$ cat config.mk
export PLATFORM = sky130hd
export DESIGN_NAME = register_write_log_encoder_flat
export DESIGN_NICKNAME = d
export VERILOG_FILES = /design/src/hdl/rwle_pkg.sv /design/src/hdl/rwle_stream_if.sv /design/src/hdl/register_write_log_encoder.sv /design/src/hdl/rwle_ram.sv /design/src/hdl/rwle_slot_finder.sv /design/src/hdl/rwle_serializer.sv /design/src/flat_wrapper.sv
export SDC_FILE = /design/constraint.sdc
export NUM_CORES = 1
export LEC_CHECK = 0
export BUFFER_PORTS_ARGS = -buffer_cell sky130_fd_sc_hd__buf_4
export CORE_ASPECT_RATIO = 0.75
export CORE_MARGIN = 2
export CORE_UTILIZATION = 25
export CTS_BUF_LIST = sky130_fd_sc_hd__clkbuf_8
export CTS_CLUSTER_SIZE = 16
export DETAILED_ROUTE_END_ITERATION = 8
export HOLD_SLACK_MARGIN = 0.08
export SETUP_SLACK_MARGIN = 0.2
export SLEW_MARGIN = 20
export SYNTH_ARGS = -nofsm -noshare
export SYNTH_HDL_FRONTEND = slang
export SYNTH_SLANG_ARGS = --single-unit
$ cat constraint.sdc
create_clock -name clk -period 9.05 [get_ports clk]
set_clock_uncertainty 0.1 [all_clocks]
set_input_delay 1.3575 -clock clk [delete_from_list [all_inputs] [get_ports clk]]
set_output_delay 1.3575 -clock clk [all_outputs]
set_load 0.02 [all_outputs]
$ cat src/hdl/rwle_pkg.sv
// Shared types and constants of the register write log encoder.
// Command codes, log byte codes and the structs passed between modules.
// No dependencies.
package rwle_pkg;

    localparam logic [3:0] CMD_TICK   = 4'd0;
    localparam logic [3:0] CMD_BANK   = 4'd1;
    localparam logic [3:0] CMD_BASE   = 4'd2;
    localparam logic [3:0] CMD_CHIP_A = 4'd3;
    localparam logic [3:0] CMD_CHIP_B = 4'd4;
    localparam logic [3:0] CMD_CHIP_C = 4'd5;
    localparam logic [3:0] CMD_CHIP_D = 4'd6;
    localparam logic [3:0] CMD_CHIP_E = 4'd7;
    localparam logic [3:0] CMD_CHIP_F = 4'd8;
    localparam logic [3:0] CMD_INIT   = 4'd9;
    localparam logic [3:0] CMD_END    = 4'd10;

    localparam logic [7:0] WAIT_SHORT = 8'hFF;
    localparam logic [7:0] WAIT_LONG  = 8'hFE;
    localparam logic [7:0] END_MARK   = 8'hFD;
    localparam logic [7:0] BANK_OP    = 8'h3C;
    localparam logic [7:0] CHIP_A_OP  = 8'h16;
    localparam logic [7:0] CHIP_B_OP  = 8'h1F;
    localparam logic [7:0] CHIP_D_OP  = 8'h20;
    localparam logic [7:0] CHIP_E_OP  = 8'h36;
    localparam logic [7:0] CHIP_F_OP  = 8'h37;
    localparam logic [7:0] SLOT_NONE  = 8'hFF;

    localparam logic [15:0] CHIP_A_BASE = 16'h9000;
    localparam logic [15:0] CHIP_D_BASE = 16'h5000;
    localparam logic [31:0] VARLEN_G4   = 32'h0FFF_FFFF;
    localparam logic [31:0] VARLEN_G3   = 32'h001F_FFFF;
    localparam logic [31:0] VARLEN_G2   = 32'h0000_3FFF;
    localparam logic [31:0] VARLEN_G1   = 32'h0000_007F;

    localparam int MAX_BYTES = 9;

    typedef struct packed {
        logic [3:0]  cmd;
        logic [15:0] address;
        logic [7:0]  value;
        logic [31:0] cycle_now;
    } req_t;

    typedef struct packed {
        logic [7:0] out_byte;
        logic       last;
    } log_t;

    typedef struct packed {
        logic       start;
        logic [7:0] id;
    } slot_req_t;

    typedef struct packed {
        logic       done;
        logic [7:0] slot;
    } slot_rsp_t;

    typedef struct packed {
        logic                          valid;
        logic [3:0]                    count;
        logic [MAX_BYTES-1:0][7:0]     bytes;
    } ser_load_t;

endpackage

$ cat src/hdl/rwle_stream_if.sv
// Valid/ready stream channel with a typed payload.
// Used for the request input and the log byte output; no dependencies.
interface rwle_stream_if #(parameter type payload_t = logic) ();
    logic     valid;
    logic     ready;
    payload_t payload;

    modport source (output valid, output payload, input ready);
    modport sink (input valid, input payload, output ready);
endinterface

$ cat src/hdl/register_write_log_encoder.sv
// Register write log encoder: sound-chip register writes in, log bytes out.
// An accepted request steps through the wait and build states before its bytes are loaded
// into the log byte buffer; bank writes first scan the bank table for a match or allocate.
// A request that logs nothing returns to idle without a load; a load also waits for the
// previous bytes to drain, one per cycle while the log byte receiver is ready.
// Reset clears all control state and the bank fill count at once; table RAM needs no clearing.
module register_write_log_encoder import rwle_pkg::*; #(
    parameter int MAX_BANKS = 64
) (
    input  logic clk,
    input  logic rst_n,
    input  logic cfg_en,
    input  logic cfg_data,
    rwle_stream_if.sink   write_req,
    rwle_stream_if.source log_byte
);
    localparam logic [1:0] S_IDLE  = 2'd0;
    localparam logic [1:0] S_SLOT  = 2'd1;
    localparam logic [1:0] S_WAIT  = 2'd2;
    localparam logic [1:0] S_BUILD = 2'd3;

    logic [1:0]       state_reg, state_next;
    logic             sync_mode_reg, sync_mode_next;
    logic             init_done_reg, init_done_next;
    logic [31:0]      synced_reg, synced_next;
    logic [31:0]      pending_reg, pending_next;
    logic [3:0][7:0]  window_reg, window_next;
    logic             emit_reg, emit_next;
    logic             flush_reg, flush_next;
    logic [7:0]       slot_reg, slot_next;
    logic [31:0]      wait_reg, wait_next;
    req_t             item_reg, item_next;

    slot_req_t        slot_req;
    slot_rsp_t        slot_rsp;
    ser_load_t        ser_load;
    logic             ser_ld_ready;
    logic             accept;

    logic [31:0]      vl;
    logic [4:0][6:0]  grp;
    logic [2:0]       vn;
    logic [2:0]       gk;
    logic [5:0][7:0]  wb;
    logic [3:0]       wn;
    logic [2:0][7:0]  cb;
    logic [3:0]       cn;
    logic [3:0]       ci;
    logic [19:0]      a_diff;
    logic [7:0]       a_sel;

    rwle_slot_finder #(
        .MAX_BANKS (MAX_BANKS)
    ) u_slot_finder (
        .clk      (clk),
        .rst_n    (rst_n),
        .slot_req (slot_req),
        .slot_rsp (slot_rsp)
    );

    rwle_serializer u_serializer (
        .clk      (clk),
        .rst_n    (rst_n),
        .ld       (ser_load),
        .ld_ready (ser_ld_ready),
        .log_byte (log_byte)
    );

    assign write_req.ready = (state_reg == S_IDLE);
    assign accept          = write_req.valid && write_req.ready;

    always_comb
    begin
        state_next     = state_reg;
        sync_mode_next = cfg_en ? cfg_data : sync_mode_reg;
        init_done_next = init_done_reg;
        synced_next    = synced_reg;
        pending_next   = pending_reg;
        window_next    = window_reg;
        emit_next      = emit_reg;
        flush_next     = flush_reg;
        slot_next      = slot_reg;
        wait_next      = wait_reg;
        item_next      = item_reg;
        slot_req       = '0;
        unique case (state_reg)
            S_IDLE:
            begin
                if (accept)
                begin
                    item_next  = write_req.payload;
                    flush_next = (write_req.payload.cmd != CMD_END);
                    unique case (write_req.payload.cmd)
                        CMD_TICK:
                        begin
                            if (sync_mode_reg && init_done_reg)
                            begin
                                pending_next = pending_reg + 32'd1;
                            end
                        end
                        CMD_BANK:
                        begin
                            if (write_req.payload.address[3:2] == 2'b11)
                            begin
                                window_next[write_req.payload.address[1:0]] =
                                    write_req.payload.value;
                                slot_req.start = 1'b1;
                                slot_req.id    = write_req.payload.value;
                                emit_next      = 1'b1;
                                state_next     = S_SLOT;
                            end
                        end
                        CMD_BASE:
                        begin
                            if (write_req.payload.address[15:14] != 2'b11)
                            begin
                                state_next = S_WAIT;
                            end
                            else
                            begin
                                slot_req.start = 1'b1;
                                slot_req.id    =
                                    window_reg[write_req.payload.address[13:12]];
                                emit_next      = 1'b0;
                                state_next     = S_SLOT;
                            end
                        end
                        CMD_CHIP_A:
                        begin
                            if (write_req.payload.address[11:0] < 12'd3)
                            begin
                                state_next = S_WAIT;
                            end
                        end
                        CMD_CHIP_B, CMD_CHIP_C, CMD_CHIP_D, CMD_CHIP_E, CMD_CHIP_F,
                        CMD_END:
                        begin
                            state_next = S_WAIT;
                        end
                        CMD_INIT:
                        begin
                            init_done_next = 1'b1;
                            synced_next    = '0;
                        end
                        default:
                        begin
                        end
                    endcase
                end
            end
            S_SLOT:
            begin
                if (slot_rsp.done)
                begin
                    slot_next  = slot_rsp.slot;
                    state_next = emit_reg ? S_WAIT : S_IDLE;
                end
            end
            S_WAIT:
            begin
                if (flush_reg && init_done_reg)
                begin
                    wait_next = sync_mode_reg ? pending_reg
                                              : item_reg.cycle_now - synced_reg;
                end
                else
                begin
                    wait_next = '0;
                end
                state_next = S_BUILD;
            end
            S_BUILD:
            begin
                if (ser_ld_ready)
                begin
                    if (flush_reg && init_done_reg)
                    begin
                        synced_next  = synced_reg + wait_reg;
                        pending_next = '0;
                    end
                    state_next = S_IDLE;
                end
            end
            default:
            begin
                state_next = S_IDLE;
            end
        endcase
    end

    // Wait bytes: short form, or long marker followed by a varlen of wait - 3.
    always_comb
    begin
        vl = wait_reg - 32'd3;
        for (int k = 0; k < 4; k++)
        begin
            grp[k] = vl[7*k +: 7];
        end
        grp[4] = {3'b000, vl[31:28]};
        vn = 3'd1 + 3'(vl > VARLEN_G1) + 3'(vl > VARLEN_G2) + 3'(vl > VARLEN_G3)
                  + 3'(vl > VARLEN_G4);
        wb = '0;
        gk = '0;
        if (wait_reg == 32'd0)
        begin
            wn = 4'd0;
        end
        else if (wait_reg == 32'd1)
        begin
            wb[0] = WAIT_SHORT;
            wn    = 4'd1;
        end
        else if (wait_reg == 32'd2)
        begin
            wb[0] = WAIT_SHORT;
            wb[1] = WAIT_SHORT;
            wn    = 4'd2;
        end
        else
        begin
            wb[0] = WAIT_LONG;
            for (int j = 0; j < 5; j++)
            begin
                gk = vn - 3'd1 - 3'(j);
                if (3'(j) < vn)
                begin
                    wb[j+1] = {(3'(j) < vn - 3'd1), grp[gk]};
                end
            end
            wn = 4'd1 + 4'(vn);
        end
    end

    // Command bytes.
    always_comb
    begin
        a_diff = {4'b0000, item_reg.address} - {4'b0000, CHIP_A_BASE};
        a_sel  = a_diff[19:12];
        cb     = '0;
        cn     = 4'd0;
        unique case (item_reg.cmd)
            CMD_BANK:
            begin
                cb[0] = BANK_OP + {6'b000000, item_reg.address[1:0]};
                cb[1] = slot_reg;
                cn    = 4'd2;
            end
            CMD_BASE, CMD_CHIP_C:
            begin
                cb[0] = item_reg.address[7:0];
                cb[1] = item_reg.value;
                cn    = 4'd2;
            end
            CMD_CHIP_A:
            begin
                cb[0] = CHIP_A_OP + a_sel + {a_sel[6:0], 1'b0}
                        + {6'b000000, item_reg.address[1:0]};
                cb[1] = item_reg.value;
                cn    = 4'd2;
            end
            CMD_CHIP_B:
            begin
                cb[0] = CHIP_B_OP;
                cb[1] = item_reg.address[7:0];
                cb[2] = item_reg.value;
                cn    = 4'd3;
            end
            CMD_CHIP_D:
            begin
                cb[0] = item_reg.address[7:0] + CHIP_D_OP - CHIP_D_BASE[7:0];
                cb[1] = item_reg.value;
                cn    = 4'd2;
            end
            CMD_CHIP_E:
            begin
                cb[0] = CHIP_E_OP;
                cb[1] = item_reg.address[7:0];
                cb[2] = item_reg.value;
                cn    = 4'd3;
            end
            CMD_CHIP_F:
            begin
                cb[0] = CHIP_F_OP;
                cb[1] = item_reg.address[7:0];
                cb[2] = item_reg.value;
                cn    = 4'd3;
            end
            CMD_END:
            begin
                cb[0] = END_MARK;
                cn    = 4'd1;
            end
            default:
            begin
                cn = 4'd0;
            end
        endcase
    end

    // Pack wait bytes, then command bytes.
    always_comb
    begin
        ser_load.valid = (state_reg == S_BUILD) && ser_ld_ready;
        ser_load.bytes = '0;
        ser_load.count = wn + cn;
        ci             = '0;
        for (int k = 0; k < MAX_BYTES; k++)
        begin
            ci = 4'(k) - wn;
            if (4'(k) < wn)
            begin
                ser_load.bytes[k] = (k < 6) ? wb[k < 6 ? k : 0] : 8'h00;
            end
            else if (ci < 4'd3)
            begin
                ser_load.bytes[k] = cb[ci[1:0]];
            end
        end
    end

    always_ff @(posedge clk or negedge rst_n)
    begin
        if (!rst_n)
        begin
            state_reg     <= S_IDLE;
            sync_mode_reg <= 1'b0;
            init_done_reg <= 1'b0;
            synced_reg    <= '0;
            pending_reg   <= '0;
            window_reg    <= '1;
            emit_reg      <= 1'b0;
            flush_reg     <= 1'b0;
        end
        else
        begin
            state_reg     <= state_next;
            sync_mode_reg <= sync_mode_next;
            init_done_reg <= init_done_next;
            synced_reg    <= synced_next;
            pending_reg   <= pending_next;
            window_reg    <= window_next;
            emit_reg      <= emit_next;
            flush_reg     <= flush_next;
        end
    end

    always_ff @(posedge clk)
    begin
        slot_reg <= slot_next;
        wait_reg <= wait_next;
        item_reg <= item_next;
    end

    a_load_when_empty: assert property (@(posedge clk) disable iff (!rst_n)
        ser_load.valid |-> (ser_ld_ready && state_reg == S_BUILD))
        else $error("log buffer loaded while not empty");

    a_slot_done_in_slot: assert property (@(posedge clk) disable iff (!rst_n)
        slot_rsp.done |-> state_reg == S_SLOT)
        else $error("bank slot result outside lookup state");

    a_init_sticky: assert property (@(posedge clk) disable iff (!rst_n)
        init_done_reg |=> init_done_reg)
        else $error("init flag dropped");

    a_count_bound: assert property (@(posedge clk) disable iff (!rst_n)
        ser_load.valid |-> (ser_load.count != 4'd0 && ser_load.count <= 4'd9))
        else $error("bad log byte count");
endmodule

$ cat src/hdl/rwle_ram.sv
// Generic single-write, single-read synchronous RAM with registered read.
// No dependencies.
module rwle_ram #(
    parameter int WIDTH = 8,
    parameter int DEPTH = 64
) (
    input  logic                                     clk,
    input  logic                                     wr_en,
    input  logic [(DEPTH > 1 ? $clog2(DEPTH) : 1)-1:0] wr_addr,
    input  logic [WIDTH-1:0]                         wr_data,
    input  logic                                     rd_en,
    input  logic [(DEPTH > 1 ? $clog2(DEPTH) : 1)-1:0] rd_addr,
    output logic [WIDTH-1:0]                         rd_data
);
    logic [WIDTH-1:0] mem [DEPTH];

    always_ff @(posedge clk)
    begin
        if (wr_en)
        begin
            mem[wr_addr] <= wr_data;
        end
        if (rd_en)
        begin
            rd_data <= mem[rd_addr];
        end
    end
endmodule

$ cat src/hdl/rwle_slot_finder.sv
// Bank-id table: sequential lookup and allocation over the table RAM.
// Depends on rwle_pkg and rwle_ram.
module rwle_slot_finder import rwle_pkg::*; #(
    parameter int MAX_BANKS = 64
) (
    input  logic      clk,
    input  logic      rst_n,
    input  slot_req_t slot_req,
    output slot_rsp_t slot_rsp
);
    localparam int CNT_W = $clog2(MAX_BANKS + 1);
    localparam int IDX_W = (MAX_BANKS > 1) ? $clog2(MAX_BANKS) : 1;

    localparam logic [1:0] F_IDLE  = 2'd0;
    localparam logic [1:0] F_READ  = 2'd1;
    localparam logic [1:0] F_CMP   = 2'd2;
    localparam logic [1:0] F_ALLOC = 2'd3;

    logic [1:0]       state_reg, state_next;
    logic [CNT_W-1:0] count_reg, count_next;
    logic [CNT_W-1:0] idx_reg, idx_next;
    logic [7:0]       id_reg, id_next;
    logic             done_reg, done_next;
    logic [7:0]       slot_reg, slot_next;

    logic             wr_en;
    logic             rd_en;
    logic [7:0]       rd_data;

    rwle_ram #(
        .WIDTH (8),
        .DEPTH (MAX_BANKS)
    ) u_bank_ram (
        .clk     (clk),
        .wr_en   (wr_en),
        .wr_addr (count_reg[IDX_W-1:0]),
        .wr_data (id_reg),
        .rd_en   (rd_en),
        .rd_addr (idx_reg[IDX_W-1:0]),
        .rd_data (rd_data)
    );

    always_comb
    begin
        state_next = state_reg;
        count_next = count_reg;
        idx_next   = idx_reg;
        id_next    = id_reg;
        done_next  = 1'b0;
        slot_next  = slot_reg;
        wr_en      = 1'b0;
        rd_en      = 1'b0;
        unique case (state_reg)
            F_IDLE:
            begin
                if (slot_req.start)
                begin
                    id_next    = slot_req.id;
                    idx_next   = '0;
                    state_next = (count_reg == '0) ? F_ALLOC : F_READ;
                end
            end
            F_READ:
            begin
                rd_en      = 1'b1;
                state_next = F_CMP;
            end
            F_CMP:
            begin
                if (rd_data == id_reg)
                begin
                    done_next  = 1'b1;
                    slot_next  = 8'(idx_reg);
                    state_next = F_IDLE;
                end
                else if (idx_reg + 1'b1 == count_reg)
                begin
                    state_next = F_ALLOC;
                end
                else
                begin
                    idx_next   = idx_reg + 1'b1;
                    state_next = F_READ;
                end
            end
            F_ALLOC:
            begin
                done_next  = 1'b1;
                state_next = F_IDLE;
                if (count_reg == CNT_W'(MAX_BANKS))
                begin
                    slot_next = SLOT_NONE;
                end
                else
                begin
                    wr_en      = 1'b1;
                    slot_next  = 8'(count_reg);
                    count_next = count_reg + 1'b1;
                end
            end
            default:
            begin
                state_next = F_IDLE;
            end
        endcase
    end

    always_ff @(posedge clk or negedge rst_n)
    begin
        if (!rst_n)
        begin
            state_reg <= F_IDLE;
            count_reg <= '0;
            done_reg  <= 1'b0;
        end
        else
        begin
            state_reg <= state_next;
            count_reg <= count_next;
            done_reg  <= done_next;
        end
    end

    always_ff @(posedge clk)
    begin
        idx_reg  <= idx_next;
        id_reg   <= id_next;
        slot_reg <= slot_next;
    end

    assign slot_rsp.done = done_reg;
    assign slot_rsp.slot = slot_reg;
endmodule

$ cat src/hdl/rwle_serializer.sv
// Log byte buffer: loads up to nine bytes at once and shifts them out.
// Depends on rwle_pkg and rwle_stream_if.
module rwle_serializer import rwle_pkg::*; (
    input  logic      clk,
    input  logic      rst_n,
    input  ser_load_t ld,
    output logic      ld_ready,
    rwle_stream_if.source log_byte
);
    logic [MAX_BYTES-1:0][7:0] data_reg, data_next;
    logic [3:0]                cnt_reg, cnt_next;
    logic                      pop;

    assign pop      = log_byte.valid && log_byte.ready;
    assign ld_ready = (cnt_reg == '0);

    always_comb
    begin
        data_next = data_reg;
        cnt_next  = cnt_reg;
        if (ld.valid && ld_ready)
        begin
            data_next = ld.bytes;
            cnt_next  = ld.count;
        end
        else if (pop)
        begin
            for (int k = 0; k < MAX_BYTES - 1; k++)
            begin
                data_next[k] = data_reg[k+1];
            end
            cnt_next = cnt_reg - 1'b1;
        end
    end

    always_ff @(posedge clk or negedge rst_n)
    begin
        if (!rst_n)
        begin
            cnt_reg <= '0;
        end
        else
        begin
            cnt_reg <= cnt_next;
        end
    end

    always_ff @(posedge clk)
    begin
        data_reg <= data_next;
    end

    assign log_byte.valid            = (cnt_reg != '0);
    assign log_byte.payload.out_byte = data_reg[0];
    assign log_byte.payload.last     = (cnt_reg == 4'd1);
endmodule

$ cat src/flat_wrapper.sv
// flat-port wrapper written by rule: the top's interface ports become plain ports
module register_write_log_encoder_flat import rwle_pkg::*;
#(
    parameter int MAX_BANKS = 64
)
  (clk, rst_n, cfg_en, cfg_data, write_req_valid, write_req_payload, write_req_ready, log_byte_valid, log_byte_payload, log_byte_ready);
  rwle_stream_if #(.payload_t(req_t)) write_req_i ();
  rwle_stream_if #(.payload_t(log_t)) log_byte_i ();
  input  logic clk;
  input  logic rst_n;
  input  logic cfg_en;
  input  logic cfg_data;
  input wire logic [$bits(write_req_i.valid)-1:0] write_req_valid;
  input wire logic [$bits(write_req_i.payload)-1:0] write_req_payload;
  output wire logic [$bits(write_req_i.ready)-1:0] write_req_ready;
  output wire logic [$bits(log_byte_i.valid)-1:0] log_byte_valid;
  output wire logic [$bits(log_byte_i.payload)-1:0] log_byte_payload;
  input wire logic [$bits(log_byte_i.ready)-1:0] log_byte_ready;
  assign write_req_i.valid = write_req_valid;
  assign write_req_i.payload = write_req_payload;
  assign write_req_ready = write_req_i.ready;
  assign log_byte_valid = log_byte_i.valid;
  assign log_byte_payload = log_byte_i.payload;
  assign log_byte_i.ready = log_byte_ready;
  register_write_log_encoder #(.MAX_BANKS(MAX_BANKS)) u_core (.clk(clk), .rst_n(rst_n), .cfg_en(cfg_en), .cfg_data(cfg_data), .write_req(write_req_i), .log_byte(log_byte_i));
endmodule
==> metrics.md, run 1 <==
| Metric | Value |
|---|---|
| Max_slew headroom | `25.67%` |
| PwrDens | `157.0 nW/um^2` |
| Gr ovfl total | `0` |
| Worst Path Required | `9630 ps` |
| CP Max Fanout | `24` |
| Ys Warns | `0` |
| Post-synthesis sequential area ratio | `60.68%` |
| Biggest area consumer among synthesized cells | `edfxtp_1` |
| Crit. End Element | `flip-flop` |
| Row Count | `127` |
| Total CTS buffers | `120` |
| Die Area | `163400 sq um` |
| Max Buffers Root-to-Sink | `3` |
| Distinct cells, synth | `91` |
| Hold_ws | `327.0 ps` |
| Layout cells sized above 1 | `18.56%` |
| Final Max Slew Viols | `0` |
| VDD IR max | `0.1137 mV` |
| Max-Cap Viols | `0` |
| First-pass GRT wire length | `161.1 mm` |
| Clock root cell | `clkbuf_8` |
| Synth Cell Area | `40040 sq um` |
| Die X | `466.1 microns` |
| Kind of start point of the critical path | `flip-flop` |
| Final Worst Setup Slack | `1104 ps` |
| Clock transition at path regs | `70 ps` |
| Worst-margin pin slew | `1105 ps` |
| CTS tree | `built` |
| Total GRT Usage | `13.00%` |
| Critical Path Max Stage Delay | `600 ps` |
| Fin crit period | `7946 ps` |
| Initial core utilization | `25.12%` |
| Cells after Synth | `2879` |
| Most common cell in the synthesized netlist | `edfxtp_1` |
| Final Util | `28.46%` |
| Core Area | `159400 sq um` |
| H-tree Lvls | `3` |
| Via count | `25.24k` |
| DRC errors left | `0` |
| Slowest library cell on the worst path | `fa_1` |
| Setup TNS | `0 ps` |
| GPL Wtd Cong | `0.9115` |
| Crit path kind | `flip-flop to flip-flop` |
| Final nets | `3160` |
| Clk Latency, worst-skew pair | `840 ps` |
| FF+latch count, synth | `827` |
| Most frequent cells after synthesis | `edfxtp_1 (711), nor2_1 (317), mux4_2 (180), nand2_1 (167), o21ai_0 (124)` |
| Die Ht | `350.6 microns` |
| Synth Flop Type | `edfxtp_1` |
| Hold Vio Cnt, Final | `0` |
| Initial antenna violation count | `6` |
| Routed WL | `108.4 mm` |
| Number of DRC markers in iteration 0 | `2701` |
| Number of flops mapped to enable cells by yosys | `711` |
| Buffers on Ports | `76` |
| Final cycle utilization of the critical path | `87.80%` |
| CTS sink cnt | `827` |
| Via/cell ratio | `4.842` |
| RSZ-0062 raised after global routing | `false` |
| WL/cell | `20.79 microns` |
| F_max | `125.8 MHz` |
| Vias in the first global route | `24.61k` |
| # IOs | `77` |
| Top cell type's share of synthesized area | `53.33%` |
| Final Setup Violations | `0` |
| Total chip power | `0.007123 W` |
| Syn Nets | `3060` |
| Post-synth ARST share | `14.03%` |
| Area Growth Syn to Fin | `13.30%` |
| Antenna violation net count after detailed routing | `0` |
| HPWL Detailed | `72.58 mm` |
| Hold Crit Class | `flip-flop to flip-flop` |
| Cts hold-fix bufs | `0` |
| Pre-CTS setup slack | `1044 ps` |
| Synth area leaders | `edfxtp_1 (53%), mux4_2 (10%), dfrtp_1 (5.3%), ha_1 (3.4%), nor2_1 (3.0%)` |
| Drt first pass iters | `6` |
| Leakage Power | `16.52 nW` |
| Syn Area/Cell | `13.91 sq um` |
| Largest net degree at the start of global routing | `133` |
| Worst Path Arrival | `8530 ps` |
| Largest register FFs | `512` |
| Status | `finished clean` |
==> through the flow <==
stage	instance area, sq um	std cells
detailed placement	43030	4985
finish	45360	5212
floorplan	40040	2879
CTS	45350	5210
global placement	43030	4985
global route	45360	5212
==> power breakdown <==
part           internal, W  leakage, nW  switching, W
clock network      0.00141         1.32       0.00155
registers          0.00409         9.18   0.000000718
logic            0.0000276         6.02     0.0000422
==> critical path: cells and delay by family (launching register included) <==
family	cells	cell delay (ps)
AND/OR/NAND/NOR	10	2630
adder cells (fa/ha/maj)	6	2180
AO/OA/AOI/OAI	6	1200
buffers and inverters	6	870
flip-flops	1	560
XOR/XNOR	1	250
==> routing by layer <==
layer  track usage, %  part of all wire (%)
met4            3.903                   2.5
met5                0                     0
met1            18.99                    47
met2            19.32                    44
met3            2.581                   7.0
==> worst paths after layout <==
kind                                                  start                                 to  slack, ps  cells past startpoint
max reg2reg                              u_core.wait_reg[0]   u_core.u_serializer.data_reg[23]       1100                     29
max in group asynchronous                             rst_n  u_core.u_slot_finder.count_reg[2]       7090                      2
min in group asynchronous                             rst_n              u_core.synced_reg[17]        420                      1
min                        u_core.u_slot_finder.slot_reg[0]                 u_core.slot_reg[0]        330                      0
max                                      u_core.wait_reg[0]   u_core.u_serializer.data_reg[23]       1100                     29
min reg2reg                u_core.u_slot_finder.slot_reg[0]                 u_core.slot_reg[0]        330                      0
==> cell usage in the layout (no fill, tap or decap), drive strengths merged, types with 24 or more instances in the layout <==
cell      n
edfxtp  711
nor2    317
mux4    180
nand2   168
inv     133
o21ai   130
clkbuf  128
a21oi   119
buf     111
ha      109
nand3    84
dfrtp    84
xor2     76
xnor2    68
clkinv   53
mux2     52
mux2i    47
nor3     36
dfstp    32
o22ai    30
nor2b    29
nand2b   26
a21o     24
==> logic make-up (layout without fill, tap and decap cells) <==
logic type | count (synthesis) | count (layout) | share of synthesized area (%)
buffers and inverters | 228 | 431 | 2.269
muxes | 279 | 279 | 12.76
xor gates and xnor gates | 144 | 144 | 3.150
and+or+nand+nor | 771 | 771 | 8.944
other | 0 | 2 | 0
adders and majority gates | 115 | 115 | 3.706
AOI/OAI and AO/OA | 515 | 515 | 8.491
DFF | 827 | 827 | 60.68
==> repair_timing <==
action,CTS,global route
hold endpoints to repair,0,0
resized for setup,0,2
setup endpoints to repair,0,9
buffers inserted,0,0
==> area by class of cell <==
| cell class | count | area (sq um) |
|---|---|---|
| clock inverters | 97 | 559.3 |
| fillers | 16140 | 114000 |
| multi-input cells | 1824 | 14860 |
| diodes | 2 | 5.005 |
| flip-flops and latches | 827 | 24290 |
| inverters | 95 | 359.1 |
| repair buffers | 111 | 862.1 |
| clock buffers | 128 | 1762 |
| well taps | 2128 | 2663 |
Power figures use the tool's default switching activity.
==> run 2: changes to the inputs <==
- MAX_ROUTING_LAYER: default -> met4
==> run 2 against run 1 <==
  * Utilization about the same
  * First-iteration DRC count down 8.3%
  * Routed wire length up 0.20%
  * Clock power about the same
  * Fmax up 1.3%
  * Final cell count down 0.25%
  * Worst setup slack better by 100 ps
  * Cell area about the same
  * Sequential power about the same
  * Critical endpoint is now u_core.u_serializer.data_reg[9]
==> metrics.md, run 2 (same netlist as run 1, synthesis figures left out) <==
| Metric | Value |
|---|---|
| Most common cell after layout, fill and taps aside | `edfxtp_1` |
| Hold Vio Cnt, Final | `0` |
| GPL Wtd Cong | `0.9248` |
| Core Area | `159400 sq um` |
| Cts hold-fix bufs | `0` |
| Max_slew headroom | `27.12%` |
| Die Area | `163400 sq um` |
| CP Max Fanout | `32` |
| Crit path kind | `flip-flop to flip-flop` |
| Max-Cap Viols | `0` |
| Largest net degree at the start of global routing | `91` |
| Vias in the first global route | `24.20k` |
| Final Max Slew Viols | `0` |
| Final Worst Setup Slack | `1206 ps` |
| First-pass GRT wire length | `160.1 mm` |
| Drt first pass iters | `6` |
| Via count | `25.16k` |
| PwrDens | `156.4 nW/um^2` |
| Initial core utilization | `25.12%` |
| Row Count | `127` |
| Gr ovfl total | `0` |
| Number of DRC markers in iteration 0 | `2478` |
| Area Growth Syn to Fin | `13.23%` |
| Worst Path Arrival | `8290 ps` |
| Total GRT Usage | `13.37%` |
| Total CTS buffers | `117` |
| Die X | `466.1 microns` |
| Die Ht | `350.6 microns` |
| Pre-CTS setup slack | `820.8 ps` |
| Clock transition at path regs | `70 ps` |
| Buffers on Ports | `76` |
| Setup TNS | `0 ps` |
| Hold Path Origin | `u_core.u_slot_finder.slot_reg[4]` |
| Final Util | `28.44%` |
| Total chip power | `0.007092 W` |
| Worst reg2reg startpoint | `u_core.wait_reg[0]` |
| Hold Crit Class | `flip-flop to flip-flop` |
| Fin crit period | `7844 ps` |
| Layout Cells excl Fill | `5199` |
| Antenna violation net count after detailed routing | `0` |
| Kind of start point of the critical path | `flip-flop` |
| Clock root cell | `clkbuf_8` |
| Layout cells sized above 1 | `18.43%` |
| DRC errors left | `0` |
| Commonest non-fill, non-tap cells in the layout | `edfxtp_1 (711), nor2_1 (317), mux4_2 (180)` |
| Crit. End Element | `flip-flop` |
| Placed cell count | `4987` |
| Final Setup Violations | `0` |
| Clk Latency, worst-skew pair | `840 ps` |
| Initial antenna violation count | `11` |
| CTS sink cnt | `827` |
| WL/cell | `20.89 microns` |
| # IOs | `77` |
| Worst Setup SP | `u_core.wait_reg[0]` |
| Worst Path Required | `9500 ps` |
| Fill cell count | `16.03k` |
| RSZ-0062 raised after global routing | `false` |
| CTS tree | `built` |
| H-tree Lvls | `3` |
| Largest register FFs | `512` |
| Max Buffers Root-to-Sink | `3` |
| Routed WL | `108.6 mm` |
| Leakage Power | `16.48 nW` |
| HPWL Detailed | `73.39 mm` |
| Final cycle utilization of the critical path | `86.68%` |
| Via/cell ratio | `4.840` |
| F_max | `127.5 MHz` |
| Final nets | `3159` |
| Worst-margin pin slew | `1083 ps` |
| Status | `finished clean` |
| VDD IR max | `0.1195 mV` |
[run 2: cell count changes in the layout (fill, tap and decap cells not counted), moves of 2 or more]
cell       before  now
diode_2         2    6
bufinv_16       3    6
buf_4         108  110
clkinv_2       16   10
clkbuf_8      128  123
clkinv_1       34   25
[run 2: path summary, 6_finish.rpt]
| check | endpoint | slack, ps | cells after the start |
|---|---|---|---|
| min in group asynchronous | u_core.pending_reg[19] | 410 | 1 |
| hold reg to reg | u_core.slot_reg[4] | 320 | 0 |
| hold / removal | u_core.slot_reg[4] | 320 | 0 |
| setup reg to reg | u_core.u_serializer.data_reg[9] | 1210 | 25 |
| setup / recovery | u_core.u_serializer.data_reg[9] | 1210 | 25 |
| max in group asynchronous | u_core.u_slot_finder.count_reg[0] | 7040 | 2 |
[run 2: through the flow]
stage,area (sq um),hold slack [ps]
3_5_place_dp,43050,308.1
3_3_place_gp,43020,308.4
4_1_cts,45300,323.8
2_1_floorplan,40040,300.3
5_1_grt,45330,326.0
6_report,45330,322.4
[run 2: cell type report]
type | instances | area [sq um] | share of cell area (%)
well taps | 2128 | 2663 | 5.873
clock buffers | 123 | 1693 | 3.734
repair buffers | 113 | 872.1 | 1.924
inverters | 95 | 359.1 | 0.7921
multi-input cells | 1824 | 14880 | 32.83
diodes | 6 | 15.01 | 0.03312
flip-flops and latches | 827 | 24290 | 53.59
clock inverters | 83 | 555.5 | 1.225
[run 2: metal layers]
layer	wire length [microns]	GRT usage [%]	vias to the layer above
met5	0	-	-
met4	2581	3.876	0
met3	8611	3.042	157
met2	47730	18.99	987
met1	49670	18.90	12730
li1	-	-	11290
[run 2: power breakdown]
part	leakage, nW	switching (W)	internal, W
combinational	6.02	0.0000428	0.0000277
clock	1.28	0.00150	0.00143
sequential	9.18	0.0000000991	0.00409
[run 2: worst max-delay path: stages (launching register included)]
cell and delay, ps:
edfxtp_1 550, ha_1 320, nor4_2 340, nand3_1 330, nor3_2 360, nand2_1 110, xor2_1 360, and4_1 320
nand3_1 110, nor4_1 450, and2_1 260, inv_1 70, fa_1 440, inv_1 70, ha_1 140, inv_1 50
fa_1 610, inv_1 130, ha_1 330, buf_4 280, inv_1 510, mux4_2 610, a221oi_1 430, nor2_1 70
nor2_1 100, o21ai_0 70
[run 2: timing repair]
action / CTS / global route
setup buffers: 0 / 0
gates resized for setup: 0 / 4
endpoints found under the setup margin: 0 / 38
==> run 3: changes to the inputs <==
- clock period: 9.05 -> 10.16 ns (I/O delays scaled with it)
==> run 3 against run 2 <==
  * Sequential power decreased by 11%
  * Via count is 0.99% lower
  * Global-route usage up 0.087 points
  * Hold slack worse by 0.94 ps
  * Die area unchanged
  * Flip-flop and latch count is the same
  * Clock power fell by 5%
  * Cell area increased by 0.25%
  * Register-to-register slack improved by 560 ps
  * Worst setup slack improved by 560 ps
  * Critical endpoint is now u_core.u_serializer.log_byte.payload[1]
  * Highest routed layer unchanged
==> metrics.md, run 3 (same netlist as run 1, synthesis figures left out) <==
| Metric | Value |
|---|---|
| DRC errors left | `0` |
| CTS tree | `built` |
| Initial antenna violation count | `7` |
| Setup TNS | `0 ps` |
| Clk Latency, worst-skew pair | `850 ps` |
| Sw Ratio | `21.91%` |
| Total GRT Usage | `13.45%` |
| Buffers on Ports | `76` |
| CTS sink cnt | `827` |
| Largest net degree at the start of global routing | `96` |
| Via/cell ratio | `4.787` |
| H-tree Lvls | `3` |
| Clock group share of total power | `42.9%` |
| Cts hold-fix bufs | `0` |
| Number of DRC markers in iteration 0 | `2789` |
| Layout cells sized above 1 | `18.61%` |
| Total chip power | `0.006488 W` |
| Worst R2R Setup Slack | `1760 ps` |
| Area Growth Syn to Fin | `13.51%` |
| Max_slew headroom | `22.08%` |
| Drt first pass iters | `6` |
| Post-CTS setup buffer count | `0` |
| Final Worst Setup Slack | `1765 ps` |
| CP Max Fanout | `22` |
| F_max | `119.1 MHz` |
| Crit. End Element | `flip-flop` |
| Via count | `24.91k` |
| First-pass GRT wire length | `161.5 mm` |
| P_int | `0.005066 W` |
| Hold Crit Class | `flip-flop to flip-flop` |
| HPWL Detailed | `74.03 mm` |
| Commonest non-fill, non-tap cells in the layout | `edfxtp_1 (711), nor2_1 (317), mux4_2 (180)` |
| Largest register FFs | `512` |
| Routed WL | `108.5 mm` |
| Final Max Slew Viols | `0` |
| Most common cell after layout, fill and taps aside | `edfxtp_1` |
| Fin crit period | `8395 ps` |
| PwrDens | `142.8 nW/um^2` |
| WL/cell | `20.85 microns` |
| Comb pwr share | `1.0%` |
| Clock root cell | `clkbuf_8` |
| Worst-margin pin slew | `1169 ps` |
| Final nets | `3155` |
| Die X | `466.1 microns` |
| # IOs | `77` |
| Post_cts resized | `0` |
| Antenna violation net count after detailed routing | `0` |
| Worst Path Required | `10620 ps` |
| Final Setup Violations | `0` |
| Die Ht | `350.6 microns` |
| Crit path kind | `flip-flop to flip-flop` |
| Vias in the first global route | `24.17k` |
| Kind of start point of the critical path | `flip-flop` |
| Fill cell count | `16.12k` |
| Max Buffers Root-to-Sink | `3` |
| Max-Cap Viols | `0` |
| Core Area | `159400 sq um` |
| RSZ-0062 raised after global routing | `false` |
| Final cycle utilization of the critical path | `82.63%` |
| Sequential share of power | `56.1%` |
| GPL Wtd Cong | `0.9495` |
| Pre-CTS setup slack | `1909 ps` |
| NetSw | `0.001422 W` |
| Leakage Power | `16.53 nW` |
| Die Area | `163400 sq um` |
| Gr ovfl total | `0` |
| Worst Path Arrival | `8860 ps` |
| Hold Vio Cnt, Final | `0` |
| Total CTS buffers | `120` |
| Row Count | `127` |
| VDD IR max | `0.1221 mV` |
| Status | `finished clean` |
| Clock transition at path regs | `60 ps` |
| Initial core utilization | `25.12%` |
| Final Util | `28.52%` |
-- run 3: power groups by stage --
stage | clock network [W] | logic, W | registers, W
floorplan | 0 | 0.0000186 | 0.00371
global placement | 0 | 0.0000641 | 0.00371
detailed placement | 0 | 0.0000645 | 0.00371
CTS | 0.00286 | 0.0000648 | 0.00364
global route | 0.00300 | 0.0000684 | 0.00364
finish | 0.00278 | 0.0000623 | 0.00364
-- run 3: worst max-delay path: stages (launching register included) --
cell and delay, ps:
edfxtp_1 560, ha_1 330, nor4_2 350, nand3_1 330, nor3_1 450, nand2_1 130, xor2_1 400, and4_1 330
nand3_1 120, nor4_1 480, and2_1 260, inv_1 70, fa_1 430, inv_1 80, ha_1 140, inv_1 40
fa_1 590, inv_1 130, ha_1 320, o22ai_2 650, ha_1 640, clkinv_1 470, a31oi_1 400, o211ai_1 160
o21a_1 150
-- run 3: per-layer routing --
layer  vias up  wire length [microns]  GRT usage, %
met5         -                      0             -
met4         0                   1908         2.955
met3       147                   8011         2.821
met2       869                  47840         19.41
met1     12620                  50760         19.29
li1      11280                      -             -
-- run 3: stage by stage --
step,area (sq um),std cells,hold slack (ps)
floorplan,40040,2879,300.3
global placement,42980,4980,305.1
detailed placement,42990,4980,308.4
CTS,45440,5202,324.6
global route,45450,5204,330.5
finish,45450,5204,321.5
-- run 3: area by class of cell --
cell class | instances | area (sq um) | area share [%]
Clock buffer | 130 | 1789 | 3.937
Tap cell | 2128 | 2663 | 5.859
Antenna cell | 2 | 5.005 | 0.01101
Timing Repair Buffer | 106 | 812.0 | 1.787
Clock inverter | 92 | 665.6 | 1.465
Multi-Input combinational cell | 1824 | 14860 | 32.70
Inverter | 95 | 359.1 | 0.7901
Sequential cell | 827 | 24290 | 53.46
-- run 3: path summary, 6_finish.rpt --
path / to / cells past startpoint / from
max: u_core.u_serializer.log_byte.payload[1] / 24 / u_core.wait_reg[0]
min: u_core.slot_reg[1] / 0 / u_core.u_slot_finder.slot_reg[1]
max reg2reg: u_core.u_serializer.log_byte.payload[1] / 24 / u_core.wait_reg[0]
min reg2reg: u_core.slot_reg[1] / 0 / u_core.u_slot_finder.slot_reg[1]
max in group asynchronous: u_core.u_slot_finder.count_reg[2] / 2 / rst_n
min in group asynchronous: u_core.u_serializer.cnt_reg[1] / 1 / rst_n
